## src/hdl/mqsb_pkg.sv

```systemverilog
// shared types and constants of the multi-queue shared buffer
package mqsb_pkg;

    localparam int SLOTS    = 16;
    localparam int QUEUES   = 4;
    localparam int DATA_W   = 32;
    localparam int QSEL_W   = 2;
    localparam int STATUS_W = 2;
    localparam int IDX_W    = $clog2(SLOTS);
    localparam int PTR_W    = $clog2(SLOTS + 1);

    typedef logic [IDX_W-1:0]    idx_t;
    typedef logic [PTR_W-1:0]    ptr_t;
    typedef logic [DATA_W-1:0]   data_t;
    typedef logic [QSEL_W-1:0]   qsel_t;
    typedef logic [STATUS_W-1:0] status_t;

    // null link is the pointer one past the last slot
    localparam ptr_t NULL_PTR = PTR_W'(SLOTS);

    localparam logic CMD_ENQ = 1'b0;
    localparam logic CMD_DEQ = 1'b1;

    localparam status_t STATUS_OK       = 2'd0;
    localparam status_t STATUS_OVERFLOW = 2'd1;
    localparam status_t STATUS_EMPTY    = 2'd2;

    // write port of the link memory
    typedef struct packed {
        logic en;
        idx_t addr;
        ptr_t data;
    } link_wr_t;

endpackage

```

## src/hdl/mqsb_link_mem.sv

```systemverilog
// next-pointer memory with per-slot written bits standing in for the reset chain
module mqsb_link_mem (
    input  logic               clk,
    input  logic               rst_n,
    input  logic               rd_en,
    input  mqsb_pkg::idx_t     rd_addr,
    output mqsb_pkg::ptr_t     rd_data,
    input  mqsb_pkg::link_wr_t wr
);

    mqsb_pkg::ptr_t              mem [mqsb_pkg::SLOTS];
    logic [mqsb_pkg::SLOTS-1:0]  written_reg;
    mqsb_pkg::ptr_t              raw_reg;
    mqsb_pkg::idx_t              addr_reg;
    logic                        hit_reg;

    always_ff @(posedge clk)
    begin
        if (wr.en)
        begin
            mem[wr.addr] <= wr.data;
        end
        if (rd_en)
        begin
            raw_reg  <= mem[rd_addr];
            addr_reg <= rd_addr;
        end
    end

    always_ff @(posedge clk or negedge rst_n)
    begin
        if (!rst_n)
        begin
            written_reg <= '0;
            hit_reg     <= 1'b0;
        end
        else
        begin
            if (wr.en)
            begin
                written_reg[wr.addr] <= 1'b1;
            end
            if (rd_en)
            begin
                hit_reg <= written_reg[rd_addr];
            end
        end
    end

    // an unwritten slot links to the one after it, the last to null
    assign rd_data = hit_reg ? raw_reg
                             : mqsb_pkg::PTR_W'(addr_reg) + mqsb_pkg::PTR_W'(1);

endmodule

```

## src/hdl/mqsb_value_ram.sv

```systemverilog
// slot value store, one write and one registered read port
module mqsb_value_ram (
    input  logic            clk,
    input  logic            wr_en,
    input  mqsb_pkg::idx_t  wr_addr,
    input  mqsb_pkg::data_t wr_data,
    input  logic            rd_en,
    input  mqsb_pkg::idx_t  rd_addr,
    output mqsb_pkg::data_t rd_data
);

    mqsb_pkg::data_t mem [mqsb_pkg::SLOTS];
    mqsb_pkg::data_t rd_data_reg;

    always_ff @(posedge clk)
    begin
        if (wr_en)
        begin
            mem[wr_addr] <= wr_data;
        end
        if (rd_en)
        begin
            rd_data_reg <= mem[rd_addr];
        end
    end

    assign rd_data = rd_data_reg;

endmodule

```

## src/hdl/multi_queue_shared_buffer_core.sv

```systemverilog
// top level: several fifo queues linked through one shared slot store
//
// input channel s_axis: one command per transfer. tuser carries the command
// (bit 0: 0 enqueue, 1 dequeue) and the queue number (bits 2:1); tdata carries
// the value to enqueue, ignored on dequeue.
// output channel m_axis: one result per command. tdata is the dequeued value
// (all ones on an empty queue, zero for enqueue), tuser the status code
// (ok, overflow, empty).
// each command runs through the idle and exec states: on accept, idle reads the link and value
// memories at the free-list head or the queue head, and exec then writes
// the link back and updates head, tail and free pointers. one command is in
// flight at a time: no new command is taken until the current one leaves exec.
// the result sits in an output register; a new command is taken while it
// waits. if the receiver stalls with a result still pending, the block holds
// the finished command until the register frees, keeping ready low meanwhile.
// reset empties all queues and chains every slot into the free list at once
// through per-slot written bits; no clearing pass is needed.
module multi_queue_shared_buffer_core (
    input  logic        clk,
    input  logic        rst_n,
    input  logic        s_axis_tvalid,
    output logic        s_axis_tready,
    input  logic [31:0] s_axis_tdata,   // value_in
    input  logic [2:0]  s_axis_tuser,   // cmd, queue_index
    output logic        m_axis_tvalid,
    input  logic        m_axis_tready,
    output logic [31:0] m_axis_tdata,   // value_out
    output logic [1:0]  m_axis_tuser    // status
);

    typedef enum logic {ST_IDLE, ST_EXEC} state_t;

    state_t              state_reg;
    logic                cmd_reg;
    mqsb_pkg::qsel_t     q_reg;
    mqsb_pkg::data_t     val_reg;
    mqsb_pkg::ptr_t      slot_reg;
    logic                fail_reg;
    logic                head_null_reg;
    logic                head_is_tail_reg;
    mqsb_pkg::ptr_t      tail_reg;
    mqsb_pkg::ptr_t      free_head_reg;
    mqsb_pkg::ptr_t      heads_reg [mqsb_pkg::QUEUES];
    mqsb_pkg::ptr_t      tails_reg [mqsb_pkg::QUEUES];
    logic                out_valid_reg;
    mqsb_pkg::data_t     out_data_reg;
    mqsb_pkg::status_t   out_status_reg;

    logic                accept;
    logic                in_cmd;
    mqsb_pkg::qsel_t     in_q;
    logic                q_ok;
    mqsb_pkg::ptr_t      sel_ptr;
    logic                in_fail;
    logic                exec_done;
    mqsb_pkg::ptr_t      link_rdata;
    mqsb_pkg::data_t     val_rdata;
    mqsb_pkg::link_wr_t  link_wr;
    logic                val_we;

    // input side: a new command only in idle
    assign s_axis_tready = (state_reg == ST_IDLE);
    assign accept        = s_axis_tvalid && s_axis_tready;
    assign in_cmd        = s_axis_tuser[0];
    assign in_q          = s_axis_tuser[2:1];
    assign q_ok          = (32'(in_q) < 32'(mqsb_pkg::QUEUES));

    // enqueue works on the free-list head, dequeue on the queue head
    assign sel_ptr = (in_cmd == mqsb_pkg::CMD_ENQ) ? free_head_reg : heads_reg[in_q];
    assign in_fail = !q_ok || (sel_ptr == mqsb_pkg::NULL_PTR);

    // finish once the output register is free or being drained
    assign exec_done = (state_reg == ST_EXEC) && (!out_valid_reg || m_axis_tready);

    // link write: enqueue appends behind the live tail, dequeue pushes the
    // freed slot in front of the free list; the new tail keeps a stale link,
    // dequeue detects the last entry by head equal to tail instead
    always_comb
    begin
        link_wr.en   = 1'b0;
        link_wr.addr = slot_reg[mqsb_pkg::IDX_W-1:0];
        link_wr.data = free_head_reg;
        if (exec_done && !fail_reg)
        begin
            if (cmd_reg == mqsb_pkg::CMD_ENQ)
            begin
                link_wr.en   = !head_null_reg;
                link_wr.addr = tail_reg[mqsb_pkg::IDX_W-1:0];
                link_wr.data = slot_reg;
            end
            else
            begin
                link_wr.en = 1'b1;
            end
        end
    end

    assign val_we = exec_done && !fail_reg && (cmd_reg == mqsb_pkg::CMD_ENQ);

    mqsb_link_mem u_link_mem (
        .clk     (clk),
        .rst_n   (rst_n),
        .rd_en   (accept),
        .rd_addr (sel_ptr[mqsb_pkg::IDX_W-1:0]),
        .rd_data (link_rdata),
        .wr      (link_wr)
    );

    mqsb_value_ram u_value_ram (
        .clk     (clk),
        .wr_en   (val_we),
        .wr_addr (slot_reg[mqsb_pkg::IDX_W-1:0]),
        .wr_data (val_reg),
        .rd_en   (accept),
        .rd_addr (sel_ptr[mqsb_pkg::IDX_W-1:0]),
        .rd_data (val_rdata)
    );

    always_ff @(posedge clk or negedge rst_n)
    begin
        if (!rst_n)
        begin
            state_reg        <= ST_IDLE;
            cmd_reg          <= mqsb_pkg::CMD_ENQ;
            q_reg            <= '0;
            val_reg          <= '0;
            slot_reg         <= mqsb_pkg::NULL_PTR;
            fail_reg         <= 1'b0;
            head_null_reg    <= 1'b1;
            head_is_tail_reg <= 1'b0;
            tail_reg         <= mqsb_pkg::NULL_PTR;
            free_head_reg    <= '0;
            for (int i = 0; i < mqsb_pkg::QUEUES; i++)
            begin
                heads_reg[i] <= mqsb_pkg::NULL_PTR;
                tails_reg[i] <= mqsb_pkg::NULL_PTR;
            end
            out_valid_reg    <= 1'b0;
            out_data_reg     <= '0;
            out_status_reg   <= mqsb_pkg::STATUS_OK;
        end
        else
        begin
            if (out_valid_reg && m_axis_tready)
            begin
                out_valid_reg <= 1'b0;
            end
            case (state_reg)
                ST_IDLE:
                begin
                    if (accept)
                    begin
                        cmd_reg          <= in_cmd;
                        q_reg            <= in_q;
                        val_reg          <= s_axis_tdata;
                        slot_reg         <= sel_ptr;
                        fail_reg         <= in_fail;
                        head_null_reg    <= (heads_reg[in_q] == mqsb_pkg::NULL_PTR);
                        head_is_tail_reg <= (heads_reg[in_q] == tails_reg[in_q]);
                        tail_reg         <= tails_reg[in_q];
                        state_reg        <= ST_EXEC;
                    end
                end
                ST_EXEC:
                begin
                    if (exec_done)
                    begin
                        out_valid_reg <= 1'b1;
                        state_reg     <= ST_IDLE;
                        if (fail_reg)
                        begin
                            if (cmd_reg == mqsb_pkg::CMD_ENQ)
                            begin
                                out_data_reg   <= '0;
                                out_status_reg <= mqsb_pkg::STATUS_OVERFLOW;
                            end
                            else
                            begin
                                out_data_reg   <= '1;
                                out_status_reg <= mqsb_pkg::STATUS_EMPTY;
                            end
                        end
                        else if (cmd_reg == mqsb_pkg::CMD_ENQ)
                        begin
                            free_head_reg    <= link_rdata;
                            tails_reg[q_reg] <= slot_reg;
                            if (head_null_reg)
                            begin
                                heads_reg[q_reg] <= slot_reg;
                            end
                            out_data_reg   <= '0;
                            out_status_reg <= mqsb_pkg::STATUS_OK;
                        end
                        else
                        begin
                            heads_reg[q_reg] <= head_is_tail_reg ? mqsb_pkg::NULL_PTR
                                                                 : link_rdata;
                            free_head_reg    <= slot_reg;
                            out_data_reg     <= val_rdata;
                            out_status_reg   <= mqsb_pkg::STATUS_OK;
                        end
                    end
                end
                default:
                begin
                    state_reg <= ST_IDLE;
                end
            endcase
        end
    end

    assign m_axis_tvalid = out_valid_reg;
    assign m_axis_tdata  = out_data_reg;
    assign m_axis_tuser  = out_status_reg;

    // one command in flight: ready drops right after a transfer
    a_one_in_flight: assert property (@(posedge clk) disable iff (!rst_n)
        accept |=> !s_axis_tready)
        else $error("command accepted while another is in flight");

    // an empty result always carries all ones
    a_empty_value: assert property (@(posedge clk) disable iff (!rst_n)
        (m_axis_tvalid && (m_axis_tuser == mqsb_pkg::STATUS_EMPTY))
            |-> (m_axis_tdata == '1))
        else $error("empty status without all-ones value");

    // a successful command always works on a real slot
    a_real_slot: assert property (@(posedge clk) disable iff (!rst_n)
        (exec_done && !fail_reg) |-> (slot_reg != mqsb_pkg::NULL_PTR))
        else $error("successful command on the null slot");

    // a completed command leaves a pending result
    a_result_loaded: assert property (@(posedge clk) disable iff (!rst_n)
        exec_done |=> m_axis_tvalid)
        else $error("completed command produced no result");

endmodule

```

## config.mk

```make
export PLATFORM = sky130hd
export DESIGN_NAME = multi_queue_shared_buffer_core
export DESIGN_NICKNAME = d
export VERILOG_FILES = /design/src/hdl/mqsb_pkg.sv /design/src/hdl/mqsb_link_mem.sv /design/src/hdl/mqsb_value_ram.sv /design/src/hdl/multi_queue_shared_buffer_core.sv
export SDC_FILE = /design/constraint.sdc
export NUM_CORES = 1
export LEC_CHECK = 0
export BUFFER_PORTS_ARGS = -buffer_cell sky130_fd_sc_hd__buf_2
export CORE_UTILIZATION = 55
export DETAILED_ROUTE_END_ITERATION = 6
export GPL_TIMING_DRIVEN = 0
export PLACE_DENSITY_LB_ADDON = 0.05
export SETUP_SLACK_MARGIN = 0.1
export SLEW_MARGIN = 25
export SYNTH_ARGS = -nofsm -noshare
export SYNTH_HDL_FRONTEND = slang
export SYNTH_SLANG_ARGS = --single-unit
```

## constraint.sdc

```tcl
create_clock -name clk -period 5 [get_ports clk]
set_clock_uncertainty 0.2 [all_clocks]
set_input_delay 0.5 -clock clk [delete_from_list [all_inputs] [get_ports clk]]
set_output_delay 0.5 -clock clk [all_outputs]
set_load 0.03 [all_outputs]
```

==> qor.csv <==
metric;value;unit
cts_resized;0;
status;completed;
max_freq;0.213;GHz
nFillCells;4775;
r2r_setup_slack;0.30;ns
period_minus_slack;4.70;ns
finalHoldViolCount;0;
clock-root-buffer;clkbuf_16;
required;5.13;ns
slowest_delay;0.64;ns
fin_total_pwr;0.0244;W
cpMostUsedCell;buf_4;
cts_buffers;81;
postCtsHoldBufs;33;
portBuffers;73;
min_path_cells;3;
grt_pass1_wl;174;mm
rsz0062_at_grt;false;
grt.total_usage;38.5;%
wl;122;mm
htree_levels;3;
switching_share;40.2;%
die_x;253;µm
largest_reg_flops;512;
post-dp-hpwl;85.4;mm
drive_gt1_share;14.7;%
synth_cell_types;66;
boundaryPins;75;
seq_area_frac_synth;65.4;%
place_ws;0.334;ns
p_comb_share;37.5;%
cts_tree;yes;
worstSetupPathType;register to register;
tns;0;ns
drv_cap;0;
r2r-start;fail_reg;
worst_slack;0.299;ns
fp.dieH;253;µm
final_util;64.6;%
crit_buf_inv;7;
largest_register;u_value_ram.mem;
p_per_area;608;mW/mm²
syn_nets;2865;
cpLargestDelayFamily;buffers and inverters;
finalCritPeriodShare;94.0;%
ir_worst_vdd;333;µV
antenna_found_initial;8;
power_frac_seq;36.5;%
cts_num_sinks;778;
arrival;4.83;ns
yosys_warnings;0;
yosys_register_bits;778;
die_area;0.0640;mm²
synth_area;0.0346;mm²
grt_max_degree;77;
cp_cell_sequence;clkbuf_1 > nand3b_1 > nor2_1 > clkbuf_1 > clkbuf_1 > nand2_1 > nor3_2 > buf_4 > buf_4 > buf_4 > buf_4;
power_switching;0.00979;W
cts.clk_slew.worst_paths;0.06;ns
fp-row-count;91;
worst_pin_slew;1.14;ns
routedWlPerCell;30.9;µm
postRouteAntennaNets;0;
postSynthCellCount;2825;
clk_latency;0.64;ns
min_path_type;primary input to register;
drt-initial-drc-count;3870;
routed_via_density;6.76;
core-area;0.0619;mm²
p_leak;13.8;nW
hp-start;m_axis_tready;
crit_fanout;10;
dp.cells;3775;
synthArstFlopShare;18.6;%
reg_top3;u_value_ram.mem (512), u_link_mem.mem (80);
p_clk_share;25.9;%
worstSetupStartpointType;register;
syn_to_final_growth;15.6;%
clockBufferDepth;3;
holdPathEnd;m_axis_tvalid;
synth_area_leaders;edfxtp_1 (55%), dfrtp_1 (9.8%), o21ai_0 (3.8%);
slew_headroom;22.5;%
drt_first_pass_iters;7;
final_nets;3094;
synthFlopType;edfxtp_1;
cts_setup_buffers;0;
syn_avg_cell_area;12.3;µm²
r2r_end;u_value_ram.mem[0][30];
synth.largest_area_cell;edfxtp_1;
r2r_cells;11;
gp_congestion;0.997;
p_int;0.0146;W
end_kind;register;
grt_pass1_vias;25293;
slew_viol_final;0;
drc_errors;0;
vias;26790;
synth_top_area_share;54.9;%
start_util;55.9;%
final_cells;3962;
synth-edff-count;633;
grt-ovfl-total;0;
critPathSlowestCell;nor3_2;
setup_viol;0;
## Yosys cell counts, drive strengths merged (55+ instances only)
master and count:
edfxtp 633, buf 81, a21oi 124, o211ai 153, clkbuf 160, dfrtp 135
a31oi 61, nor3 82, nand2 292, o21ai 269, nor2 291, o221ai 55
## routing by layer
metal	wire length, µm	track usage (%)	vias up
met5	41	0	-
met4	5360	16.3	6
met3	16800	11.8	332
met2	53300	57.4	1974
met1	47000	52.5	13271
li1	-	-	11207
## area by class of cell
type	instances	area, µm²	area share [%]
clock buffers	114	2440	6.09
flip-flops and latches	778	22600	56.6
plain buffers	241	1110	2.78
well taps	837	1050	2.62
diodes	3	7.51	0.0188
repair buffers	146	1360	3.39
clock inverters	37	360	0.900
multi-input cells	1769	10900	27.3
inverters	37	139	0.347
## worst register-to-register path, stage by stage, from the launching register on
cell and delay (ns):
dfrtp_1 0.36, clkbuf_1 0.21, nand3b_1 0.34, nor2_1 0.26, clkbuf_1 0.49, clkbuf_1 0.53, nand2_1 0.42, nor3_2 0.64
buf_4 0.32, buf_4 0.21, buf_4 0.22, buf_4 0.22
## how the worst max path moves through the flow
stage | from | endpoint | slack (ns) | cells after the start
2_1_floorplan | m_axis_tvalid | u_value_ram.mem[12][0] | 0.39 | 7
3_3_place_gp | m_axis_tready | u_value_ram.mem[12][28] | -3.19 | 8
3_5_place_dp | m_axis_tready | u_value_ram.mem[0][30] | 0.33 | 12
4_1_cts | fail_reg | u_value_ram.mem[0][25] | 0.40 | 11
5_1_grt | fail_reg | u_value_ram.mem[0][30] | 0.16 | 11
6_report | fail_reg | u_value_ram.mem[0][30] | 0.30 | 11
## layout by cell type, fill, tap and decap left out, drive strengths merged, types with 4 or more instances in the layout
cell         instances
a31oi               61
dlygate4sd3         33
nand3                8
mux2i                9
or2b                 5
o311ai              23
o22ai                5
o31ai               53
buf                193
nand3b               4
dfstp               10
nand2b              33
dfrtp              135
nor3                82
o21bai              20
a32oi               21
o221ai              55
inv                 39
clkinvlp             4
o211ai             153
a211oi              39
a21oi              124
or2                 48
clkbuf             275
a221oi              18
a2bb2oi             18
mux4                47
edfxtp             633
mux2                34
nor2b               25
xnor2                6
clkinv              25
o21ai              269
bufinv               6
nand2              292
nor2               291
## kinds of logic after synthesis
kind of cell	count (synthesis)	synth area share, %
buf+inv	278	3.59
xor+xnor	7	0.177
compound gates	874	16.5
flops	778	65.4
mux	90	4.43
fa+ha+maj	1	0.0361
simple gates	797	9.93
## metrics by stage
| step | cell area (µm²) | hold WS, ns |
|---|---|---|
| 6_report | 40000 | 0.0356 |
| 3_5_place_dp | 36900 | 0.248 |
| 3_3_place_gp | 36100 | 0.249 |
| 5_1_grt | 40000 | 0.0855 |
| 2_1_floorplan | 34600 | 0.00441 |
| 4_1_cts | 40000 | 0.0206 |
## power by group through the flow
| stage | logic (W) | registers [W] | clock network [W] |
|---|---|---|---|
| detailed placement | 0.00868 | 0.00900 | 0 |
| floorplan | 0.00494 | 0.00893 | 0 |
| global route | 0.00951 | 0.00897 | 0.00656 |
| CTS | 0.00874 | 0.00887 | 0.00632 |
| global placement | 0.00837 | 0.00897 | 0 |
| finish | 0.00914 | 0.00889 | 0.00632 |
(Power assumes the default switching activity.)
